**config.mk**
```make
export PLATFORM = sky130hd
export DESIGN_NAME = ordered_list_insert_remove
export DESIGN_NICKNAME = d
export VERILOG_FILES = /design/src/rtl/olir_pkg.sv /design/src/rtl/ordered_list_insert_remove.sv /design/src/rtl/olir_cell.sv /design/src/rtl/olir_ctrl.sv
export SDC_FILE = /design/constraint.sdc
export NUM_CORES = 1
export LEC_CHECK = 0
export BUFFER_PORTS_ARGS = -buffer_cell sky130_fd_sc_hd__buf_2
export CAP_MARGIN = 10
export CORE_MARGIN = 2
export CORE_UTILIZATION = 55
export DETAILED_ROUTE_END_ITERATION = 6
export PLACE_DENSITY = 0.71
export SYNTH_ARGS = -nofsm -noshare
export SYNTH_HDL_FRONTEND = slang
export SYNTH_HIERARCHICAL = 1
export SYNTH_SLANG_ARGS = --single-unit
```
**constraint.sdc**
```tcl
create_clock -name clock -period 5.3 [get_ports clock]
set_input_delay 0.265 -clock clock [delete_from_list [all_inputs] [get_ports clock]]
set_output_delay 0.265 -clock clock [all_outputs]
set_load 0.01 [all_outputs]
```
**src/rtl/olir_pkg.sv**
```systemverilog
// ============================================================================
// olir_pkg: shared types and constants of the ordered list
// Holds the list size, the request and status codes, the per-cell command
// and the decode bundle passed from the controller to the top level.
// ============================================================================
package olir_pkg;

   localparam int DEPTH = 16;
   localparam int WIDTH = 32;

   // Fixed widths of the request and response fields.
   localparam int POS_W = 5;
   localparam int ELEM_W = 32;
   localparam int COUNT_OUT_W = 5;

   localparam int CNT_W = $clog2(DEPTH + 1);
   localparam int IDX_W = (DEPTH > 1) ? $clog2(DEPTH) : 1;
   localparam int CMP_W = (CNT_W > POS_W) ? CNT_W : POS_W;

   typedef enum logic [2:0] {
      OP_PUSH   = 3'd0,
      OP_POP    = 3'd1,
      OP_GET    = 3'd2,
      OP_SET    = 3'd3,
      OP_INSERT = 3'd4,
      OP_REMOVE = 3'd5,
      OP_CLEAR  = 3'd6
   } op_type;

   typedef enum logic [1:0] {
      ST_OK     = 2'd0,
      ST_EMPTY  = 2'd1,
      ST_BADPOS = 2'd2,
      ST_FULL   = 2'd3
   } status_type;

   typedef enum logic [2:0] {
      CELL_HOLD,
      CELL_LOAD,
      CELL_SHIFT_UP,
      CELL_SHIFT_DOWN,
      CELL_ZERO
   } cell_cmd_type;

   typedef struct packed {
      status_type            status;
      logic                  rd_en;
      logic [IDX_W-1:0]      rd_idx;
      logic [CNT_W-1:0]      next_count;
   } decode_type;

   // Fit a request word to the stored width.
   function automatic logic [WIDTH-1:0] to_word(input logic [ELEM_W-1:0] v);
      logic [WIDTH-1:0] w;
      w = '0;
      for (int i = 0; i < WIDTH; i++) begin
         if (i < ELEM_W) begin
            w[i] = v[i];
         end
      end
      return w;
   endfunction

   // Fit a stored word to the response field.
   function automatic logic [ELEM_W-1:0] to_elem(input logic [WIDTH-1:0] w);
      logic [ELEM_W-1:0] v;
      v = '0;
      for (int i = 0; i < ELEM_W; i++) begin
         if (i < WIDTH) begin
            v[i] = w[i];
         end
      end
      return v;
   endfunction

endpackage

```
**src/rtl/ordered_list_insert_remove.sv**
```systemverilog
// ============================================================================
// ordered_list_insert_remove: bounded ordered list built as a row of slots
// Push, pop, get, set, insert, remove and clear on a list of DEPTH words.
// ============================================================================
// The response is registered and valid in the cycle after its request is accepted.
// Throughput: one request per cycle unless the response stalls; each slot
// shifts, loads or holds at once, so insert and remove cost no more than get.
// Reset clears the fill count and the response valid flag; slot contents are
// left as they are and are never read before they were written.
module ordered_list_insert_remove (
   input  logic                               clock,
   input  logic                               reset,

   input  logic                               req_valid,
   output logic                               req_ready,
   input  logic [2:0]                         req_type,
   input  logic [olir_pkg::POS_W-1:0]         req_position,
   input  logic [olir_pkg::ELEM_W-1:0]        req_elem_value,

   output logic                               rsp_valid,
   input  logic                               rsp_ready,
   output logic [1:0]                         rsp_status,
   output logic [olir_pkg::ELEM_W-1:0]        rsp_read_value,
   output logic [olir_pkg::COUNT_OUT_W-1:0]   rsp_entry_count,
   output logic                               rsp_is_empty
);

   // Fill count of the list.
   logic [olir_pkg::CNT_W-1:0] count_ff;
   logic [olir_pkg::CNT_W-1:0] count_in;

   // Response register. It parts the two sides: a new request is taken as
   // soon as the waiting response leaves, in the same cycle.
   logic                               rsp_valid_ff;
   logic                               rsp_valid_in;
   logic [1:0]                         rsp_status_ff;
   logic [olir_pkg::ELEM_W-1:0]        rsp_read_value_ff;
   logic [olir_pkg::COUNT_OUT_W-1:0]   rsp_entry_count_ff;
   logic                               rsp_is_empty_ff;

   logic                               accept;
   olir_pkg::decode_type               dec;
   olir_pkg::cell_cmd_type             cmds [olir_pkg::DEPTH];
   logic [olir_pkg::WIDTH-1:0]         load_word;
   logic [olir_pkg::WIDTH-1:0]         slot_q [olir_pkg::DEPTH];
   logic [olir_pkg::ELEM_W-1:0]        read_word;

   assign req_ready = !rsp_valid_ff || rsp_ready;
   assign accept    = req_valid && req_ready;
   assign load_word = olir_pkg::to_word(req_elem_value);

   // The decoder checks the request against the count and steers the slots.
   olir_ctrl u_ctrl (
      .go       (accept),
      .op_code  (req_type),
      .position (req_position),
      .count    (count_ff),
      .dec      (dec),
      .cmds     (cmds)
   );

   // The row of slots. Each slot sees its two neighbors; the ends see zero.
   // Insert moves words toward the high end, remove toward the low end.
   for (genvar g = 0; g < olir_pkg::DEPTH; g++) begin : g_slot
      logic [olir_pkg::WIDTH-1:0] lower_word;
      logic [olir_pkg::WIDTH-1:0] upper_word;

      if (g == 0) begin : g_first
         assign lower_word = '0;
      end else begin : g_inner_lo
         assign lower_word = slot_q[g-1];
      end

      if (g == olir_pkg::DEPTH - 1) begin : g_last
         assign upper_word = '0;
      end else begin : g_inner_hi
         assign upper_word = slot_q[g+1];
      end

      olir_cell u_cell (
         .clock      (clock),
         .cmd        (cmds[g]),
         .load_word  (load_word),
         .lower_word (lower_word),
         .upper_word (upper_word),
         .word_q     (slot_q[g])
      );
   end

   // Pop, get and remove return the word that the slot holds before this
   // cycle's update; every other request returns zero.
   assign read_word = dec.rd_en ? olir_pkg::to_elem(slot_q[dec.rd_idx]) : '0;

   assign count_in     = accept ? dec.next_count : count_ff;
   assign rsp_valid_in = accept || (rsp_valid_ff && !rsp_ready);

   always_ff @(posedge clock) begin
      if (reset) begin
         count_ff     <= '0;
         rsp_valid_ff <= 1'b0;
      end else begin
         count_ff     <= count_in;
         rsp_valid_ff <= rsp_valid_in;
      end
   end

   always_ff @(posedge clock) begin
      if (accept) begin
         rsp_status_ff      <= dec.status;
         rsp_read_value_ff  <= read_word;
         rsp_entry_count_ff <= olir_pkg::COUNT_OUT_W'(dec.next_count);
         rsp_is_empty_ff    <= (dec.next_count == '0);
      end
   end

   assign rsp_valid       = rsp_valid_ff;
   assign rsp_status      = rsp_status_ff;
   assign rsp_read_value  = rsp_read_value_ff;
   assign rsp_entry_count = rsp_entry_count_ff;
   assign rsp_is_empty    = rsp_is_empty_ff;

endmodule

```
**src/rtl/olir_cell.sv**
```systemverilog
// ============================================================================
// olir_cell: one storage slot of the list
// Holds one word and each cycle keeps it, loads the request word, takes the
// word of a neighbor slot, or clears it.
// ============================================================================
module olir_cell (
   input  logic                         clock,
   input  olir_pkg::cell_cmd_type       cmd,
   input  logic [olir_pkg::WIDTH-1:0]   load_word,
   input  logic [olir_pkg::WIDTH-1:0]   lower_word,
   input  logic [olir_pkg::WIDTH-1:0]   upper_word,
   output logic [olir_pkg::WIDTH-1:0]   word_q
);

   logic [olir_pkg::WIDTH-1:0] word_ff;
   logic [olir_pkg::WIDTH-1:0] word_in;

   always_comb begin
      unique case (cmd)
         olir_pkg::CELL_LOAD:       word_in = load_word;
         olir_pkg::CELL_SHIFT_UP:   word_in = lower_word;
         olir_pkg::CELL_SHIFT_DOWN: word_in = upper_word;
         olir_pkg::CELL_ZERO:       word_in = '0;
         default:                   word_in = word_ff;
      endcase
   end

   always_ff @(posedge clock) begin
      word_ff <= word_in;
   end

   assign word_q = word_ff;

endmodule

```
**src/rtl/olir_ctrl.sv**
```systemverilog
// ============================================================================
// olir_ctrl: request decoder of the list
// Checks a request against the fill count, picks its status and new count,
// and gives every slot its command for this cycle.
// ============================================================================
module olir_ctrl (
   input  logic                              go,
   input  logic [2:0]                        op_code,
   input  logic [olir_pkg::POS_W-1:0]        position,
   input  logic [olir_pkg::CNT_W-1:0]        count,
   output olir_pkg::decode_type              dec,
   output olir_pkg::cell_cmd_type            cmds [olir_pkg::DEPTH]
);

   logic [olir_pkg::CMP_W-1:0] pos_x;
   logic [olir_pkg::CMP_W-1:0] cnt_x;
   logic [olir_pkg::CMP_W-1:0] last_x;
   logic                       full;
   logic                       empty;
   logic                       ok;
   olir_pkg::op_type           op;

   assign op     = olir_pkg::op_type'(op_code);
   assign pos_x  = olir_pkg::CMP_W'(position);
   assign cnt_x  = olir_pkg::CMP_W'(count);
   assign last_x = cnt_x - olir_pkg::CMP_W'(1);
   assign full   = (count == olir_pkg::CNT_W'(olir_pkg::DEPTH));
   assign empty  = (count == '0);
   assign ok     = (dec.status == olir_pkg::ST_OK);

   always_comb begin
      dec.status     = olir_pkg::ST_OK;
      dec.rd_en      = 1'b0;
      dec.rd_idx     = olir_pkg::IDX_W'(position);
      dec.next_count = count;
      unique case (op)
         olir_pkg::OP_PUSH: begin
            if (full) begin
               dec.status = olir_pkg::ST_FULL;
            end else begin
               dec.next_count = count + olir_pkg::CNT_W'(1);
            end
         end
         olir_pkg::OP_POP: begin
            dec.rd_idx = olir_pkg::IDX_W'(count - olir_pkg::CNT_W'(1));
            if (empty) begin
               dec.status = olir_pkg::ST_EMPTY;
            end else begin
               dec.rd_en      = 1'b1;
               dec.next_count = count - olir_pkg::CNT_W'(1);
            end
         end
         olir_pkg::OP_GET: begin
            if (pos_x >= cnt_x) begin
               dec.status = olir_pkg::ST_BADPOS;
            end else begin
               dec.rd_en = 1'b1;
            end
         end
         olir_pkg::OP_SET: begin
            if (pos_x >= cnt_x) begin
               dec.status = olir_pkg::ST_BADPOS;
            end
         end
         olir_pkg::OP_INSERT: begin
            if (pos_x > cnt_x) begin
               dec.status = olir_pkg::ST_BADPOS;
            end else if (full) begin
               dec.status = olir_pkg::ST_FULL;
            end else begin
               dec.next_count = count + olir_pkg::CNT_W'(1);
            end
         end
         olir_pkg::OP_REMOVE: begin
            if (pos_x >= cnt_x) begin
               dec.status = olir_pkg::ST_BADPOS;
            end else begin
               dec.rd_en      = 1'b1;
               dec.next_count = count - olir_pkg::CNT_W'(1);
            end
         end
         olir_pkg::OP_CLEAR: begin
            dec.next_count = '0;
         end
         default: begin
         end
      endcase
   end

   // Per-slot commands; each slot compares its own index only.
   always_comb begin
      for (int i = 0; i < olir_pkg::DEPTH; i++) begin
         logic [olir_pkg::CMP_W-1:0] idx;
         idx     = olir_pkg::CMP_W'(i);
         cmds[i] = olir_pkg::CELL_HOLD;
         if (go && ok) begin
            unique case (op)
               olir_pkg::OP_PUSH: begin
                  if (idx == cnt_x) cmds[i] = olir_pkg::CELL_LOAD;
               end
               olir_pkg::OP_POP: begin
                  if (idx == last_x) cmds[i] = olir_pkg::CELL_ZERO;
               end
               olir_pkg::OP_SET: begin
                  if (idx == pos_x) cmds[i] = olir_pkg::CELL_LOAD;
               end
               olir_pkg::OP_INSERT: begin
                  if (idx == pos_x) begin
                     cmds[i] = olir_pkg::CELL_LOAD;
                  end else if (idx > pos_x && idx <= cnt_x) begin
                     cmds[i] = olir_pkg::CELL_SHIFT_UP;
                  end
               end
               olir_pkg::OP_REMOVE: begin
                  if (idx == last_x) begin
                     cmds[i] = olir_pkg::CELL_ZERO;
                  end else if (idx >= pos_x && idx < last_x) begin
                     cmds[i] = olir_pkg::CELL_SHIFT_DOWN;
                  end
               end
               default: begin
               end
            endcase
         end
      end
   end

endmodule

```
# ---- Word-level counts from Yosys, hierarchy flattened
# Index checks and enable logic that the tools add are counted.
dict set report word_totals {
  ff_bits 558
  inputBits 44
}
dict set report classes {
  n_addsub 2
  magnitude_cmp 67
  eq_ne 116
  muxes 177
  n_bitwise 1
  n_reduce_logical 65
}
# op count
set ops {}
lappend ops {{one-hot mux 32 bit (4 select lines)} 14}
lappend ops {{one-hot mux 3 bit (5 select lines)} 16}
lappend ops {{two-way mux 3 bit} 64}
lappend ops {{one-hot mux 32 bit (3 select lines)} 2}
lappend ops {{binary-select mux 32 bit (select 4 bit)} 1}
lappend ops {{equality test 4 x 5 -> 1 bit, first input constant} 24}
lappend ops {{equality test 3 x 2 -> 1 bit, second input constant} 34}
lappend ops {{two-way mux 2 bit} 35}
lappend ops {{two-way mux 32 bit} 2}
lappend ops {{equality test 3 x 5 -> 1 bit, first input constant} 12}
lappend ops {{equality test 3 bit, second input constant} 19}
lappend ops {{nonzero test 4 bit} 14}
lappend ops {{equality test 3 x 1 -> 1 bit, second input constant} 17}
lappend ops {{greater-or-equal comparator 4 x 5 -> 1 bit, first input constant} 8}
lappend ops {{greater-than comparator 4 x 5 -> 1 bit, first input constant} 8}
lappend ops {{<= comparator 4 x 5 -> 1 bit, first input constant} 8}
lappend ops {{less-than comparator 4 x 5 -> 1 bit, first input constant} 8}
lappend ops {{logical AND 1 bit} 35}
lappend ops {{two-way mux 1 bit} 35}
lappend ops {{equality test 2 x 5 -> 1 bit, first input constant} 6}
lappend ops {{one-hot mux 5 bit (5 select lines)} 1}
lappend ops {{greater-or-equal comparator 3 x 5 -> 1 bit, first input constant} 4}
lappend ops {{greater-than comparator 3 x 5 -> 1 bit, first input constant} 4}
lappend ops {{<= comparator 3 x 5 -> 1 bit, first input constant} 4}
lappend ops {{other kinds (29)} 53}

# ---- Depth between registers and ports, before layout
dict set report logic_depth {
  ltp_word 10
  ltp_mapped 17
  mapped_depth_nobuf 11
}

# ---- By module
# The synthesis kept the hierarchy.
# module instances cells_per_inst area_each_um2 seq_area_each_um2
set by_module_without_submodules {}
lappend by_module_without_submodules {olir_cell 16 182 1963.1 960.9}
lappend by_module_without_submodules {ordered_list_insert_remove 1 590 5973.2 1321.3}
lappend by_module_without_submodules {olir_ctrl 1 345 2089.5 0.0}

# ---- Least setup slack after synthesis
# No wires, ideal clock.
dict set report synth_path {
  kind {register -> register}
  from {register rsp_valid_ff (netlist: rsp_valid)}
  to {register g_slot[8].u_cell.word_ff (netlist bit g_slot[8].u_cell/word_q[0]), enable pin}
  setup_ns 0.429
  t_arrival_ns 4.576
  slack_ns 0.294
  stages_incl_launch_ff 14
  path_buffers 5
  period_less_slack_ns 5.006
  cell_sequence {dfxtp_1 nand2b_1 clkbuf_1 nand2_1 inv_1 nand3_2 a211o_1 buf_6 a21oi_1 buf_6 or2_1 buf_6 buf_6 xor2_1}
}
# element line
set synth_lines {}
lappend synth_lines {{start: declaration} ordered_list_insert_remove.sv:34} ;# logic rsp_valid_ff;
lappend synth_lines {{start signal: assignment} ordered_list_insert_remove.sv:103} ;# rsp_valid_ff <= rsp_valid_in;
lappend synth_lines {{end signal: assignment} olir_cell.sv:29} ;# word_ff <= word_in;
lappend synth_lines {{end: declaration} olir_cell.sv:15} ;# logic [olir_pkg::WIDTH-1:0] word_ff;

==> results.json <==
{
  "layout.nets": 3853,
  "design.portCount": 86,
  "drive_above_1_share_pct": 19.9,
  "gp_congestion": 1.02,
  "cts-root-buf": "clkbuf_16",
  "htree_levels": 2,
  "finClkSkew_ns": 0.0373,
  "yosysUniqueCellTypes": 74,
  "initial_core_util_pct": 55.4,
  "yosysWarningCount": 6,
  "cts_buffer_depth": 3,
  "synth.avg_cell_area_sq_um": 10.3,
  "firstDrtPassIters": 6,
  "grt_pass1_wl_microns": 194000,
  "grt_usage_pct": 33.4,
  "antenna_found_initial": 1,
  "drtIter0Drc": 3917,
  "grt_pass1_vias": 32043,
  "synthToLayoutAreaGrowth_pct": 7.15,
  "insertion_delay_ns": 0.67,
  "path_common_cell": "buf_4",
  "synth-async-reset-ratio_pct": 0,
  "worst-path-max-fanout": 33,
  "dp_hpwl_microns": 87800,
  "path_cells": "inv_1, ha_1, and4_4, o2bb2ai_4, o32ai_4, nand3_2, a211o_2, buf_4, a21oi_4, buf_4, nand2b_2, o22ai_1, a21oi_1",
  "die_x_microns": 272,
  "synth_top_cell_by_area": "edfxtp_1",
  "crit_type": "register to register",
  "path_clk_slew_ns": 0.06,
  "cp_data_arrival_time_ns": 4.94,
  "syn_area_sq_mm": 0.0395,
  "grt_overflow": 0,
  "maxCapViolCount": 0,
  "via_per_inst": 6.91,
  "highest_layer": "met4",
  "p_leak_nw": 13.7,
  "met1_length_microns": 48200,
  "max-vdd-ir-drop_mv": 0.311,
  "dr_wl_met2_microns": 62000,
  "cts_buffers": 61,
  "yosysMostFrequentCell": "nand2_1",
  "layout.cells.non_filler": 4801,
  "wl_per_cell_microns": 26.4,
  "wirelength_microns": 127000,
  "ys_ff_latch": 558,
  "area.sequential_sq_mm": 0.0167,
  "die_area_sq_mm": 0.0739,
  "final.setup.tns_ns": 0,
  "yosysTopAreaCellShare_pct": 42.0,
  "postRouteAntennaNets": 0,
  "layout_min_cycle_time_ns": 4.55,
  "multiInputGateArea_sq_mm": 0.0208,
  "rsz0062_at_grt": "false",
  "slew_headroom_pct": 23.2,
  "critPathRequiredTime_ns": 5.69,
  "dp_cells": 4681,
  "worstMarginPinSlew_ns": 1.15,
  "ys_top_cells_by_area": "edfxtp_1 42%, mux2_2 10%, o22ai_1 8.1%",
  "powerDensity_mw_per_mm2": 250,
  "setup_viol": 0,
  "wl_met3_microns": 10000,
  "cts_tree": "built",
  "ys_seq_area_share_pct": 42.3,
  "crit_slowest_cell": "a211o_2",
  "start_kind": "register",
  "ys.flop_type": "edfxtp_1",
  "netlist_instances": 3847,
  "finalCritPeriodShare_pct": 85.9,
  "die_height_microns": 272,
  "outcome": "complete, no violations",
  "cts_setup_buffers": 0,
  "report.final.hold_viol_count": 0,
  "power_mw": 10.6,
  "placed_cell_area_sq_mm": 0.0403,
  "drc": 0,
  "slew_violations": 0,
  "core_sq_mm": 0.0712,
  "fin_area_sq_mm": 0.0423,
  "rows": 98,
  "fmax_mhz": 220,
  "io_buffers": 85,
  "synth-edff-count": 552,
  "fillCellCount": 5807,
  "yosys-top-cells-count": "588 x nand2_1, 556 x a21oi_1, 552 x edfxtp_1",
  "endpoint_kind": "register",
  "vias": 33152,
  "max_stage_delay_ns": 0.57,
  "clock_sinks": 558,
  "grt_max_degree": 75,
  "min_path_type": "input pin to register"
}
==> cells in the final DEF, fill, tap and decap left out, types with 36 or more instances in the layout <==
cell       count
buf_4        113
edfxtp_1     552
conb_1        64
nor2_1        45
a22oi_1      110
nand2b_1      36
clkbuf_16     62
nand2_1      588
o22ai_1      513
mux2_2       352
buf_2         85
o21ai_1       37
mux2i_1      205
nand3_1       47
mux2_1       160
a21oi_1      532
==> kinds of logic (layout without fill, tap and decap cells) <==
group           Yosys count  after routing  synth area share, %
compound gates         1286           1286                 19.2
xor+xnor                 20             20                0.501
fa+ha+maj                11             11                0.349
buf+inv                 404            344                 7.25
flops                   558            558                 42.3
mux                     743            743                 21.4
other cells               1             65              0.00950
simple gates            824            824                 9.02
==> registers in the layout, indices dropped and copies added (netlist names) <==
name and count:
rsp_valid 1, g_slot.u_cell/word_q 512, rsp_status 2, rsp_is_empty 1
count_ff 5, rsp_entry_count 5, rsp_read_value 32
==> worst max-delay path: cells and delay by family, from the launching register on <==
kind | cells | cell delay, ns
AOI/OAI and AO/OA | 6 | 1.53
adders and majority gates | 1 | 0.33
and+or+nand+nor | 3 | 0.90
DFF | 1 | 0.56
buffers and inverters | 3 | 0.95
==> where the power goes <==
part,switching [mW],internal (mW)
clock network,1.90,2.38
logic,0.830,0.473
registers,0.0548,4.94
==> through the flow <==
step	worst slack (ns)	util (%)	hold slack [ns]
3_3_place_gp	1.03	56.6	0.507
6_report	0.746	59.4	0.112
5_1_grt	0.489	59.4	0.144
4_1_cts	0.845	59.3	0.0745
2_1_floorplan	0.294	-	0.334
3_5_place_dp	0.833	56.6	0.512
==> final timing paths <==
check | start | to | slack (ns) | cells past startpoint
worst min register to register | count_ff[1]$_SDFFE_PP0P_ | count_ff[1]$_SDFFE_PP0P_ | 0.65 | 2
worst min-delay path | rsp_ready | rsp_valid$_SDFF_PP0_ | 0.11 | 3
worst max register to register | count_ff[1]$_SDFFE_PP0P_ | g_slot[4].u_cell/word_q[19]$_DFFE_PP_ | 0.75 | 13
worst max-delay path | count_ff[1]$_SDFFE_PP0P_ | g_slot[4].u_cell/word_q[19]$_DFFE_PP_ | 0.75 | 13
==> timing repair <==
action,4_1_cts,5_1_grt
resized for setup,0,0
endpoints found under the hold margin,6,0
hold buffers,3,0
==> layer usage <==
metal | GRT usage, % | vias up
li1 | - | 14630
met1 | 42.7 | 16132
met2 | 56.3 | 1987
met3 | 4.18 | 403
met4 | 16.2 | 0
met5 | 0 | -
==> area by class of cell <==
type	count	area share, %
Tap cell	950	2.81
Clock inverter	43	0.843
Antenna cell	1	0.00592
Timing Repair Buffer	214	3.72
Multi-Input combinational cell	2948	49.3
Sequential cell	558	39.5
Clock buffer	72	3.76
Inverter	15	0.133
Note: power is estimated with default switching activity, not from simulation.
